### src/rtl/md5_pkg.sv
// ----------------------------------------------------------------------------
// md5_pkg
// Shared types, constants and helper functions for the MD5 digest block.
// ----------------------------------------------------------------------------
package md5_pkg;

  // Input word: one message byte or an end-of-message marker
  typedef struct packed {
    logic       kind;       // 0: data byte, 1: end of message
    logic [7:0] data_byte;
  } in_word_t;

  // Output word: one digest byte
  typedef struct packed {
    logic [7:0] digest_byte;
    logic       last;
  } out_word_t;

  localparam logic KindData = 1'b0;
  localparam logic KindEnd  = 1'b1;

  localparam logic [31:0] Iv0 = 32'h67452301;
  localparam logic [31:0] Iv1 = 32'hefcdab89;
  localparam logic [31:0] Iv2 = 32'h98badcfe;
  localparam logic [31:0] Iv3 = 32'h10325476;

  localparam logic [7:0] PadByte    = 8'h80;
  localparam logic [5:0] LastPos    = 6'd63;
  localparam logic [5:0] LenPos     = 6'd56;
  localparam logic [5:0] LastRound  = 6'd63;
  localparam logic [3:0] LastDigest = 4'd15;

  typedef enum logic [2:0] {
    ST_IDLE,   // taking message bytes
    ST_PAD,    // writing pad / length bytes, one per cycle
    ST_LOAD,   // first word read, working regs loaded
    ST_ROUND,  // 64 compression rounds
    ST_FOLD,   // add working regs into chaining words
    ST_EMIT    // stream out 16 digest bytes
  } md5_state_e;

  localparam logic [31:0] RoundK [64] = '{
    32'hd76aa478, 32'he8c7b756, 32'h242070db, 32'hc1bdceee,
    32'hf57c0faf, 32'h4787c62a, 32'ha8304613, 32'hfd469501,
    32'h698098d8, 32'h8b44f7af, 32'hffff5bb1, 32'h895cd7be,
    32'h6b901122, 32'hfd987193, 32'ha679438e, 32'h49b40821,
    32'hf61e2562, 32'hc040b340, 32'h265e5a51, 32'he9b6c7aa,
    32'hd62f105d, 32'h02441453, 32'hd8a1e681, 32'he7d3fbc8,
    32'h21e1cde6, 32'hc33707d6, 32'hf4d50d87, 32'h455a14ed,
    32'ha9e3e905, 32'hfcefa3f8, 32'h676f02d9, 32'h8d2a4c8a,
    32'hfffa3942, 32'h8771f681, 32'h6d9d6122, 32'hfde5380c,
    32'ha4beea44, 32'h4bdecfa9, 32'hf6bb4b60, 32'hbebfbc70,
    32'h289b7ec6, 32'heaa127fa, 32'hd4ef3085, 32'h04881d05,
    32'hd9d4d039, 32'he6db99e5, 32'h1fa27cf8, 32'hc4ac5665,
    32'hf4292244, 32'h432aff97, 32'hab9423a7, 32'hfc93a039,
    32'h655b59c3, 32'h8f0ccc92, 32'hffeff47d, 32'h85845dd1,
    32'h6fa87e4f, 32'hfe2ce6e0, 32'ha3014314, 32'h4e0811a1,
    32'hf7537e82, 32'hbd3af235, 32'h2ad7d2bb, 32'heb86d391
  };

  localparam logic [4:0] RotAmt [16] = '{
    5'd7, 5'd12, 5'd17, 5'd22, 5'd5, 5'd9,  5'd14, 5'd20,
    5'd4, 5'd11, 5'd16, 5'd23, 5'd6, 5'd10, 5'd15, 5'd21
  };

  // Message word index used by a round
  function automatic logic [3:0] word_idx(input logic [5:0] rnd);
    logic [3:0] k;
    logic [3:0] idx;
    k = rnd[3:0];
    unique case (rnd[5:4])
      2'd0:    idx = k;
      2'd1:    idx = 4'((k << 2) + k + 4'd1);
      2'd2:    idx = 4'((k << 1) + k + 4'd5);
      default: idx = 4'((k << 3) - k);
    endcase
    return idx;
  endfunction

  // Round mixing function
  function automatic logic [31:0] mix_fn(input logic [1:0] phase,
                                         input logic [31:0] b,
                                         input logic [31:0] c,
                                         input logic [31:0] d);
    logic [31:0] f;
    unique case (phase)
      2'd0:    f = (b & c) | (~b & d);
      2'd1:    f = (b & d) | (c & ~d);
      2'd2:    f = b ^ c ^ d;
      default: f = c ^ (b | ~d);
    endcase
    return f;
  endfunction

  function automatic logic [31:0] rotl(input logic [31:0] v, input logic [4:0] n);
    logic [63:0] t;
    t = {v, v} << n;
    return t[63:32];
  endfunction

endpackage

### src/rtl/md5_message_digest.sv
// ----------------------------------------------------------------------------
// md5_message_digest
// MD5 over a byte stream: block store in a word memory, one round per cycle.
// ----------------------------------------------------------------------------
// Usage: send message bytes as words with kind = 0, then one word with
// kind = 1 to close the message; the block answers with 16 digest bytes,
// the last one flagged. Data bytes are accepted back to back; the 64th
// byte of a block starts a compression (load, 64 rounds, fold), with no
// input taken meanwhile. After the end word come pad and length bytes up
// to the block end and one compression (two when the length does not fit
// behind the pad byte), then the digest bytes while output is ready. The
// message block lives in a 16 x 32-bit memory with byte writes and a
// registered read; the next round's message word is fetched in the round
// before, so the round loop runs without bubbles. The chaining words and
// the 61-bit byte count sit in flops and return to their initial values
// after each digest, so messages follow back to back. A new message byte
// is taken as soon as the last digest byte is registered.
// ----------------------------------------------------------------------------
module md5_message_digest (
  input  logic              clk_i,
  input  logic              rst_ni,
  input  logic              in_valid_i,
  output logic              in_ready_o,
  input  md5_pkg::in_word_t  in_word_i,
  output logic              out_valid_o,
  input  logic              out_ready_i,
  output md5_pkg::out_word_t out_word_o
);

  // Block store: 16 little-endian message words
  logic [31:0] mem_q [16];
  logic [31:0] rdata_q;
  logic        wr_en;
  logic [5:0]  wr_addr;
  logic [7:0]  wr_data;
  logic [3:0]  rd_addr;

  md5_pkg::md5_state_e state_q, state_d;

  logic [5:0]  pos_q;        // next free byte in the block
  logic [60:0] byte_cnt_q;   // message length in bytes (bits mod 2^64)
  logic        padding_q;    // end word seen, finishing the message
  logic        spill_q;      // length goes into an extra block
  logic [5:0]  rnd_q;
  logic [3:0]  emit_cnt_q;
  logic [31:0] chain_q [4];
  logic [31:0] a_q, b_q, c_q, d_q;
  logic        out_valid_q;
  md5_pkg::out_word_t out_q;

  logic        in_acc;
  logic        emit_load;
  logic [63:0] bit_cnt;
  logic [7:0]  len_byte;
  logic [31:0] round_sum;
  logic [31:0] round_b;

  assign in_acc    = in_valid_i && in_ready_o;
  assign emit_load = (state_q == md5_pkg::ST_EMIT) && (!out_valid_q || out_ready_i);
  assign bit_cnt   = {byte_cnt_q, 3'b000};
  assign len_byte  = bit_cnt[{pos_q[2:0], 3'b000} +: 8];

  // One MD5 round on the word fetched last cycle
  assign round_sum = a_q + md5_pkg::mix_fn(rnd_q[5:4], b_q, c_q, d_q)
                   + md5_pkg::RoundK[rnd_q] + rdata_q;
  assign round_b   = b_q + md5_pkg::rotl(round_sum,
                                         md5_pkg::RotAmt[{rnd_q[5:4], rnd_q[1:0]}]);

  // ---------------- next state ----------------
  always_comb begin
    state_d = state_q;
    unique case (state_q)
      md5_pkg::ST_IDLE: begin
        if (in_acc) begin
          if (pos_q == md5_pkg::LastPos) begin
            state_d = md5_pkg::ST_LOAD;
          end else if (in_word_i.kind == md5_pkg::KindEnd) begin
            state_d = md5_pkg::ST_PAD;
          end
        end
      end
      md5_pkg::ST_PAD: begin
        if (pos_q == md5_pkg::LastPos) begin
          state_d = md5_pkg::ST_LOAD;
        end
      end
      md5_pkg::ST_LOAD:  state_d = md5_pkg::ST_ROUND;
      md5_pkg::ST_ROUND: begin
        if (rnd_q == md5_pkg::LastRound) begin
          state_d = md5_pkg::ST_FOLD;
        end
      end
      md5_pkg::ST_FOLD: begin
        priority if (!padding_q) begin
          state_d = md5_pkg::ST_IDLE;
        end else if (spill_q) begin
          state_d = md5_pkg::ST_PAD;
        end else begin
          state_d = md5_pkg::ST_EMIT;
        end
      end
      md5_pkg::ST_EMIT: begin
        if (emit_load && emit_cnt_q == md5_pkg::LastDigest) begin
          state_d = md5_pkg::ST_IDLE;
        end
      end
      default: state_d = md5_pkg::ST_IDLE;
    endcase
  end

  // ---------------- outputs / memory control ----------------
  always_comb begin
    in_ready_o = 1'b0;
    wr_en      = 1'b0;
    wr_addr    = pos_q;
    wr_data    = 8'h00;
    rd_addr    = md5_pkg::word_idx(6'(rnd_q + 6'd1));
    unique case (state_q)
      md5_pkg::ST_IDLE: begin
        in_ready_o = 1'b1;
        wr_en      = in_valid_i;
        wr_data    = (in_word_i.kind == md5_pkg::KindEnd) ? md5_pkg::PadByte
                                                          : in_word_i.data_byte;
      end
      md5_pkg::ST_PAD: begin
        wr_en   = 1'b1;
        wr_data = (pos_q >= md5_pkg::LenPos && !spill_q) ? len_byte : 8'h00;
      end
      md5_pkg::ST_LOAD:  rd_addr = md5_pkg::word_idx(6'd0);
      md5_pkg::ST_ROUND,
      md5_pkg::ST_FOLD,
      md5_pkg::ST_EMIT: begin
      end
      default: begin
      end
    endcase
  end

  assign out_valid_o = out_valid_q;
  assign out_word_o  = out_q;

  // ---------------- block memory ----------------
  always_ff @(posedge clk_i) begin
    if (wr_en) begin
      mem_q[wr_addr[5:2]][{wr_addr[1:0], 3'b000} +: 8] <= wr_data;
    end
    rdata_q <= mem_q[rd_addr];
  end

  // ---------------- control and datapath ----------------
  always_ff @(posedge clk_i or negedge rst_ni) begin
    if (!rst_ni) begin
      state_q     <= md5_pkg::ST_IDLE;
      pos_q       <= '0;
      byte_cnt_q  <= '0;
      padding_q   <= 1'b0;
      spill_q     <= 1'b0;
      rnd_q       <= '0;
      emit_cnt_q  <= '0;
      out_valid_q <= 1'b0;
      chain_q[0]  <= md5_pkg::Iv0;
      chain_q[1]  <= md5_pkg::Iv1;
      chain_q[2]  <= md5_pkg::Iv2;
      chain_q[3]  <= md5_pkg::Iv3;
    end else begin
      state_q     <= state_d;
      // held until taken, reloaded while emitting
      out_valid_q <= emit_load || (out_valid_q && !out_ready_i);
      unique case (state_q)
        md5_pkg::ST_IDLE: begin
          if (in_acc) begin
            pos_q <= 6'(pos_q + 6'd1);
            if (in_word_i.kind == md5_pkg::KindEnd) begin
              padding_q <= 1'b1;
              spill_q   <= (pos_q >= md5_pkg::LenPos);
            end else begin
              byte_cnt_q <= 61'(byte_cnt_q + 61'd1);
            end
          end
        end
        md5_pkg::ST_PAD: pos_q <= 6'(pos_q + 6'd1);
        md5_pkg::ST_LOAD: begin
          rnd_q <= '0;
          a_q   <= chain_q[0];
          b_q   <= chain_q[1];
          c_q   <= chain_q[2];
          d_q   <= chain_q[3];
        end
        md5_pkg::ST_ROUND: begin
          rnd_q <= 6'(rnd_q + 6'd1);
          a_q   <= d_q;
          b_q   <= round_b;
          c_q   <= b_q;
          d_q   <= c_q;
        end
        md5_pkg::ST_FOLD: begin
          chain_q[0] <= chain_q[0] + a_q;
          chain_q[1] <= chain_q[1] + b_q;
          chain_q[2] <= chain_q[2] + c_q;
          chain_q[3] <= chain_q[3] + d_q;
          spill_q    <= 1'b0;
          emit_cnt_q <= '0;
        end
        md5_pkg::ST_EMIT: begin
          if (emit_load) begin
            out_q.digest_byte <= chain_q[emit_cnt_q[3:2]][{emit_cnt_q[1:0], 3'b000} +: 8];
            out_q.last        <= (emit_cnt_q == md5_pkg::LastDigest);
            emit_cnt_q        <= 4'(emit_cnt_q + 4'd1);
            if (emit_cnt_q == md5_pkg::LastDigest) begin
              // back to the initial chain for the next message
              padding_q  <= 1'b0;
              pos_q      <= '0;
              byte_cnt_q <= '0;
              chain_q[0] <= md5_pkg::Iv0;
              chain_q[1] <= md5_pkg::Iv1;
              chain_q[2] <= md5_pkg::Iv2;
              chain_q[3] <= md5_pkg::Iv3;
            end
          end
        end
        default: begin
        end
      endcase
    end
  end

  // ---------------- assertions ----------------
  a_emit_source: assert property (@(posedge clk_i) disable iff (!rst_ni)
    $rose(out_valid_q) |-> $past(state_q) == md5_pkg::ST_EMIT)
    else $error("digest byte presented outside the emit phase");

  a_block_aligned: assert property (@(posedge clk_i) disable iff (!rst_ni)
    state_q == md5_pkg::ST_LOAD |-> pos_q == '0)
    else $error("compression started on a partial block");

  a_rounds_done: assert property (@(posedge clk_i) disable iff (!rst_ni)
    state_q == md5_pkg::ST_FOLD |-> $past(rnd_q) == md5_pkg::LastRound)
    else $error("fold without all 64 rounds");

  a_emit_only_padding: assert property (@(posedge clk_i) disable iff (!rst_ni)
    state_q == md5_pkg::ST_EMIT |-> padding_q && !spill_q)
    else $error("digest emitted before the length block");

endmodule

### config.mk
export PLATFORM = sky130hd
export DESIGN_NAME = md5_message_digest
export DESIGN_NICKNAME = d
export VERILOG_FILES = /design/src/rtl/md5_pkg.sv /design/src/rtl/md5_message_digest.sv
export SDC_FILE = /design/constraint.sdc
export NUM_CORES = 2
export LEC_CHECK = 0
export BUFFER_PORTS_ARGS = -buffer_cell sky130_fd_sc_hd__buf_2
export CAP_MARGIN = 20
export CORE_MARGIN = 4
export CORE_UTILIZATION = 41
export CTS_CLUSTER_SIZE = 16
export DETAILED_ROUTE_END_ITERATION = 8
export PLACE_DENSITY_LB_ADDON = 0.2
export SETUP_SLACK_MARGIN = 0.3
export SLEW_MARGIN = 10
export SYNTH_ARGS = -nofsm -noshare
export SYNTH_HDL_FRONTEND = slang
export SYNTH_SLANG_ARGS = --single-unit
### constraint.sdc
create_clock -name clk_i -period 14.8 [get_ports clk_i]
set_input_delay 2.96 -clock clk_i [delete_from_list [all_inputs] [get_ports clk_i]]
set_output_delay 2.96 -clock clk_i [all_outputs]
set_load 0.1 [all_outputs]
Word-level counts from Yosys, hierarchy flattened

Memories as Yosys holds them, arrays and structs flattened. A register that Yosys moved wholly into a read port is not among the register bits.
Cells that the tools add are included.

Register bits: 348
Memory bits (writable): 512
ROM bits: 2128
Input bits: 13
Output and inout bits: 11
Memories kept: 3

Add/sub/neg operators: 18
$lt $le $gt $ge: 4
Eq/ne operators: 21
Shifts and indexed selects: 5
Muxes and demuxes: 53
Bitwise logic cells: 15
Reduce and logical (&&, ||, !) cells: 27

Memory list:

| name             | depth | width | rd ports | clocked after memory_dff | write ports | RTL line                 | source |
|---|---|---|---|---|---|---|---|
| (name not given) | 64    | 32    | 1        | 0                        | 0           | md5_message_digest.sv:65 | `+ md5_pkg::RoundK[rnd_q] + rdata_q;` |
| mem_q            | 16    | 32    | 1        | 1                        | 1           | md5_message_digest.sv:31 | `logic [31:0] mem_q [16];` |
| (name not given) | 16    | 5     | 1        | 0                        | 0           | md5_message_digest.sv:67 | `md5_pkg::RotAmt[{rnd_q[5:4], rnd_q[1:0]}]);` |

Operators with widths:

| cell                     | number |
|---|---|
| $add A32 B32 Y32         | 8 |
| $mux W128                | 2 |
| $pmux W128 S2            | 1 |
| $pmux W32 S2             | 4 |
| $mux W61                 | 4 |
| $mux W32                 | 5 |
| $and A32 B32 Y32         | 4 |
| $pmux W61 S2             | 1 |
| $or A32 B32 Y32          | 3 |
| $pmux W32 S3             | 1 |
| $xor A32 B32 Y32         | 3 |
| $bmux W32 S2             | 1 |
| $not A32 Y32             | 2 |
| $shiftx A64 B7 Y8        | 1 |
| $shl A64 B5 Y64          | 1 |
| $add A61 B1 Y61 const B  | 1 |
| $shift A8 B7 Y32 const A | 1 |
| $shiftx A32 B6 Y8        | 1 |
| $shiftx A8 B7 Y32        | 1 |
| $mux W3                  | 8 |
| $mux W6                  | 3 |
| $pmux W3 S6              | 1 |
| $pmux W6 S3              | 1 |
| $mux W8                  | 2 |
| other kinds (42)         | 83 |

Logic depth before layout (Yosys ltp)

Depth after elaboration: 10
Depth in mapped cells: 39
Mapped depth without buffers: 36

Worst setup path before layout

OpenSTA, ideal clock, no wires.

Kind: input to register
Start: input rst_ni
End: register a_q[0] (enable)
Library setup time: 0.617 ns
Arrival time: 8.289 ns
Required time: 14.183 ns
Path slack: 5.894 ns
Stages: 2
Buffers on the path: 0
Cell sequence: inv_1 > nor2_1

Word-level cells in the longest chain between the ends: 1

Ends and longest elaborated chain:

| what                        | RTL line                  | source |
|---|---|---|
| start, declared             | md5_message_digest.sv:21  | `input logic rst_ni,` |
| $reduce_and A2 Y1 (no line) | n/a                       |  |
| end signal, assigned        | md5_message_digest.sv:184 | `a_q <= chain_q[0];` |
| end signal, assigned        | md5_message_digest.sv:191 | `a_q <= d_q;` |
| end, declared               | md5_message_digest.sv:47  | `logic [31:0] a_q, b_q, c_q, d_q;` |

No other way between the ends.
A chain may end at the register's enable or synchronous reset.

Worst setup path after layout

Start: register rnd_q[0]
End: register b_q[30], data pin

Word-level cells in the longest chain between the ends: 9

Ends and longest elaborated chain:

| what                                        | RTL line                  | source |
|---|---|---|
| start, declared                             | md5_message_digest.sv:44  | `logic [5:0] rnd_q;` |
| start signal, assigned                      | md5_message_digest.sv:190 | `rnd_q <= 6'(rnd_q + 6'd1);` |
| $not A6 Y7 (not written as such)            | md5_message_digest.sv:65  |  |
| $mem_v2 Z64 W32                             | n/a                       |  |
| $mux W32 (not written as such) (2 in a row) | md5_message_digest.sv:65  |  |
| $add A32 B32 Y32 (2 in a row)               | md5_message_digest.sv:65  |  |
| $shl A64 B5 Y64 *                           | md5_pkg.sv:97             | `t = {v, v} << n;` |
| $add A32 B32 Y32 *                          | md5_message_digest.sv:66  | `assign round_b = b_q + md5_pkg::rotl(round_sum,` |
| $pmux W32 S2 *                              | md5_message_digest.sv:169 | `unique case (state_q)` |
| end signal, assigned                        | md5_message_digest.sv:185 | `b_q <= chain_q[1];` |
| end signal, assigned                        | md5_message_digest.sv:192 | `b_q <= round_b;` |
| end, declared                               | md5_message_digest.sv:47  |  |

Mark *: on every way between the ends. The rest lies on a longest branch, timed or not. The select of a mux whose other input is x is not followed.

==> results.ini <==
[clock_network]
cts_buffers = 102
htreeDepth = 3
cts_tree = yes
clk_path_buf_depth = 3
cts_hold_buf = 0
path_clk_slew_ns = 0.07
post-cts-setup-buffers = 0
root_buffer = clkbuf_16
cts_resized = 0
clk_latency_ns = 0.76
clkSinkCount = 892

[logic_synthesis]
synth_mux_area_share_pct = 6.83
synth_top_cell_by_area = edfxtp_1
synthArstFlopShare_pct = 23.7
synthCells = 5568
avgSynthCellArea_um2 = 9.94
synth.cell_area_um2 = 55300
synth-edff-count = 649
synth_simple_gate_area_share_pct = 14.5
synth-compound-area-share_pct = 17.8
syn_nets = 5869
synthXorXnorAreaFrac_pct = 3.73
synth-main-ff-cell = edfxtp_1
synth_top_area_share_pct = 35.2
ys_ff_latch = 892
netlist-cell-type-count = 97
synth_top_family_by_area = compound AO/OA/AOI/OAI gates
yosysWarnings = 0
synth_top_cells_by_area = edfxtp_1, dfrtp_1, ha_1, nand2_1, o21ai_0
synthAdderAreaFrac_pct = 7.46
synth-seq-area-share_pct = 46.1

[pwr]
vdd_ir_drop_max_v = 0.000202
power_mw = 12.9
leakage_nw = 22.2
p_per_area_nw_per_um2 = 213

[timing]
fin_worst_skew_ns = 0.0693
finalCritPeriodShare_pct = 76.9
worst_slew_pin_slew_ns = 1.17
clock.fmax_ghz = 0.0879
min_period_ns = 11.38
tns_ns = 0
relSlewSlack_pct = 21.8
setup_viol = 0
grt_setup_unrepaired = false
drv_slew = 0
final-hold-violation-count = 0

[die]
pin_count = 24
coreArea_um2 = 134000
die_width_um = 375
die_area_um2 = 141000
start_util_pct = 41.3
row_count = 134
die_y_um = 375

[placement]
place_area_um2 = 57100
routabilityCongestion = 0.945
port_buffers = 23
dp_hpwl_mm = 124

[job]
maxCapViolations = 0

[worst_setup_path]
start_kind = register
rrSetupSlack_ns = 3.42
slowest_delay_ns = 0.91
worstPathRequired_ns = 15.21
worst-setup-path-type = reg2reg
slowest_stage = ha_1
crit_path_frequent_cell = o21ai_0
rr_endpoint = b_q[30]
critPathCaptureType = register
reg2reg_from = rnd_q[0]
crit_arrival_ns = 11.79
critPathMaxFanout = 31
reg2reg_depth = 36

[layout]
syn_to_final_growth_pct = 9.62
drive_gt1_share_pct = 9.30
final_util_pct = 45.3
fillers = 12600
final_area_um2 = 60600
nNetsFinal = 5751

[grt]
grt_pass1_wl_mm = 268
grt_usage_pct = 24.9
grt_max_degree = 180
overflow = 0
grt_pass1_vias = 41400
antenna_found_initial = 6

[routing]
routedWlPerCell_um = 24.7
num_vias = 43800
initialDrtViolationCount = 4336
routed_via_density = 5.99
ant_nets = 0
wl_mm = 180
firstDrtPassIters = 7
drc = 0

[hold_path]
holdCritPathClass = reg2reg
min_from = chain_q[82]
whs_endpoint = chain_q[82]
hold_path_depth = 2

[outcome]
outcome = complete, no violations

[per-stage QoR]
step                setup slack, ns  hold WS, ns  std cells
global route                   2.88        0.541       7305
CTS                            3.76        0.524       7291
global placement               3.99        0.511       7096
finish                         3.42        0.525       7306
detailed placement             3.87        0.512       7100
floorplan                      5.89        0.474       5568
[critical path, delay by kind of cell, from the launching register on]
kind / cells / cell delay [ns]
AO/OA/AOI/OAI: 20 / 4.76
adder cells (fa/ha/maj): 5 / 2.65
buffers and inverters: 4 / 1.45
AND/OR/NAND/NOR: 4 / 1.43
flip-flops: 1 / 0.32
multiplexers: 2 / 0.30
XOR/XNOR: 1 / 0.15
[per-layer routing]
| layer | GRT usage (%) | up-vias | part of all wire [%] |
|---|---|---|---|
| li1 | - | 20200 | - |
| met1 | 34.9 | 21700 | 44 |
| met2 | 39.7 | 1523 | 46 |
| met3 | 3.94 | 260 | 6.7 |
| met4 | 7.65 | 6 | 2.9 |
| met5 | 0 | - | 0.018 |
[power by group]
part | switching, mW | total (mW) | internal, mW
logic | 4.36 | 7.13 | 2.76
registers | 0.224 | 3.22 | 2.99
clock network | 1.10 | 2.59 | 1.49
total | 5.68 | 12.9 | 7.25
[registers in the layout (all words and copies together), names as in the netlist]
| signal | count |
|---|---|
| mem_q | 512 |
| chain_q | 128 |
| byte_cnt_q | 61 |
| a_q | 32 |
| b_q | 32 |
| c_q | 32 |
| d_q | 32 |
| rdata_q | 32 |
| out_word_o | 9 |
| pos_q | 6 |
| rnd_q | 6 |
| emit_cnt_q | 4 |
| state_q | 3 |
| out_valid_o | 1 |
| padding_q | 1 |
| spill_q | 1 |
[worst max path at each step]
stage              from  endpoint  slack (ns)  depth (start not counted)
2_1_floorplan    rst_ni    a_q[0]        5.89                          2
3_3_place_gp   rnd_q[0]   b_q[30]        3.99                         36
5_1_grt        rnd_q[0]   b_q[30]        2.88                         36
6_report       rnd_q[0]   b_q[30]        3.42                         36
3_5_place_dp   rnd_q[0]   b_q[30]        3.87                         36
4_1_cts        rnd_q[0]   b_q[30]        3.76                         36
[final cells by class]
class | instances | area (um^2) | area share [%]
Multi-Input combinational cell | 4151 | 28000 | 46.1
Inverter | 199 | 747 | 1.23
Sequential cell | 892 | 25500 | 42.1
Clock buffer | 136 | 2760 | 4.55
Tap cell | 1768 | 2210 | 3.65
Timing Repair Buffer | 104 | 793 | 1.31
Clock inverter | 55 | 668 | 1.10
Antenna cell | 1 | 2.50 | 0.00413
[kinds of logic (layout without fill, tap and decap cells)]
group	Yosys count	in the layout
and+or+nand+nor	1776	1776
AOI/OAI and AO/OA	1555	1555
DFF	892	892
buffers and inverters	525	494
muxes	297	297
adders and majority gates	288	288
xor gates and xnor gates	235	235
other	0	1
[cells in the final DEF (no fill, tap or decap), types with 46 or more instances in the layout]
cell type,instances
nor3_1,73
a311oi_1,46
xor2_1,111
a21o_1,74
o21ai_0,459
xnor2_1,119
nand2_1,707
clkbuf_16,102
mux4_2,59
mux2i_1,186
dfrtp_1,142
mux2_2,50
inv_1,195
dfstp_2,64
a211oi_1,81
o21a_1,47
buf_4,72
ha_1,218
nor2b_1,48
a21oi_1,365
o211ai_1,211
nor2_1,487
nand3_1,111
or3_1,129
edfxtp_1,649
fa_1,70
[synth_stat cells, types with 38 or more instances]
| master | instances |
|---|---|
| a21o_1 | 75 |
| o21a_1 | 47 |
| mux4_2 | 59 |
| a311oi_1 | 46 |
| dfrtp_1 | 147 |
| clkbuf_1 | 258 |
| o21ai_0 | 459 |
| a211oi_1 | 81 |
| dfstp_2 | 64 |
| mux2_2 | 50 |
| xor2_1 | 112 |
| inv_1 | 195 |
| edfxtp_1 | 649 |
| nand2_1 | 707 |
| nor3_1 | 73 |
| o211ai_1 | 211 |
| nand2b_1 | 43 |
| fa_1 | 70 |
| or3_1 | 129 |
| xnor2_1 | 122 |
| nand3_1 | 111 |
| nor2b_1 | 48 |
| a31oi_1 | 38 |
| ha_1 | 218 |
| nor2_1 | 491 |
| mux2i_1 | 187 |
| a21oi_1 | 368 |
Power figures use the tool's default switching activity.
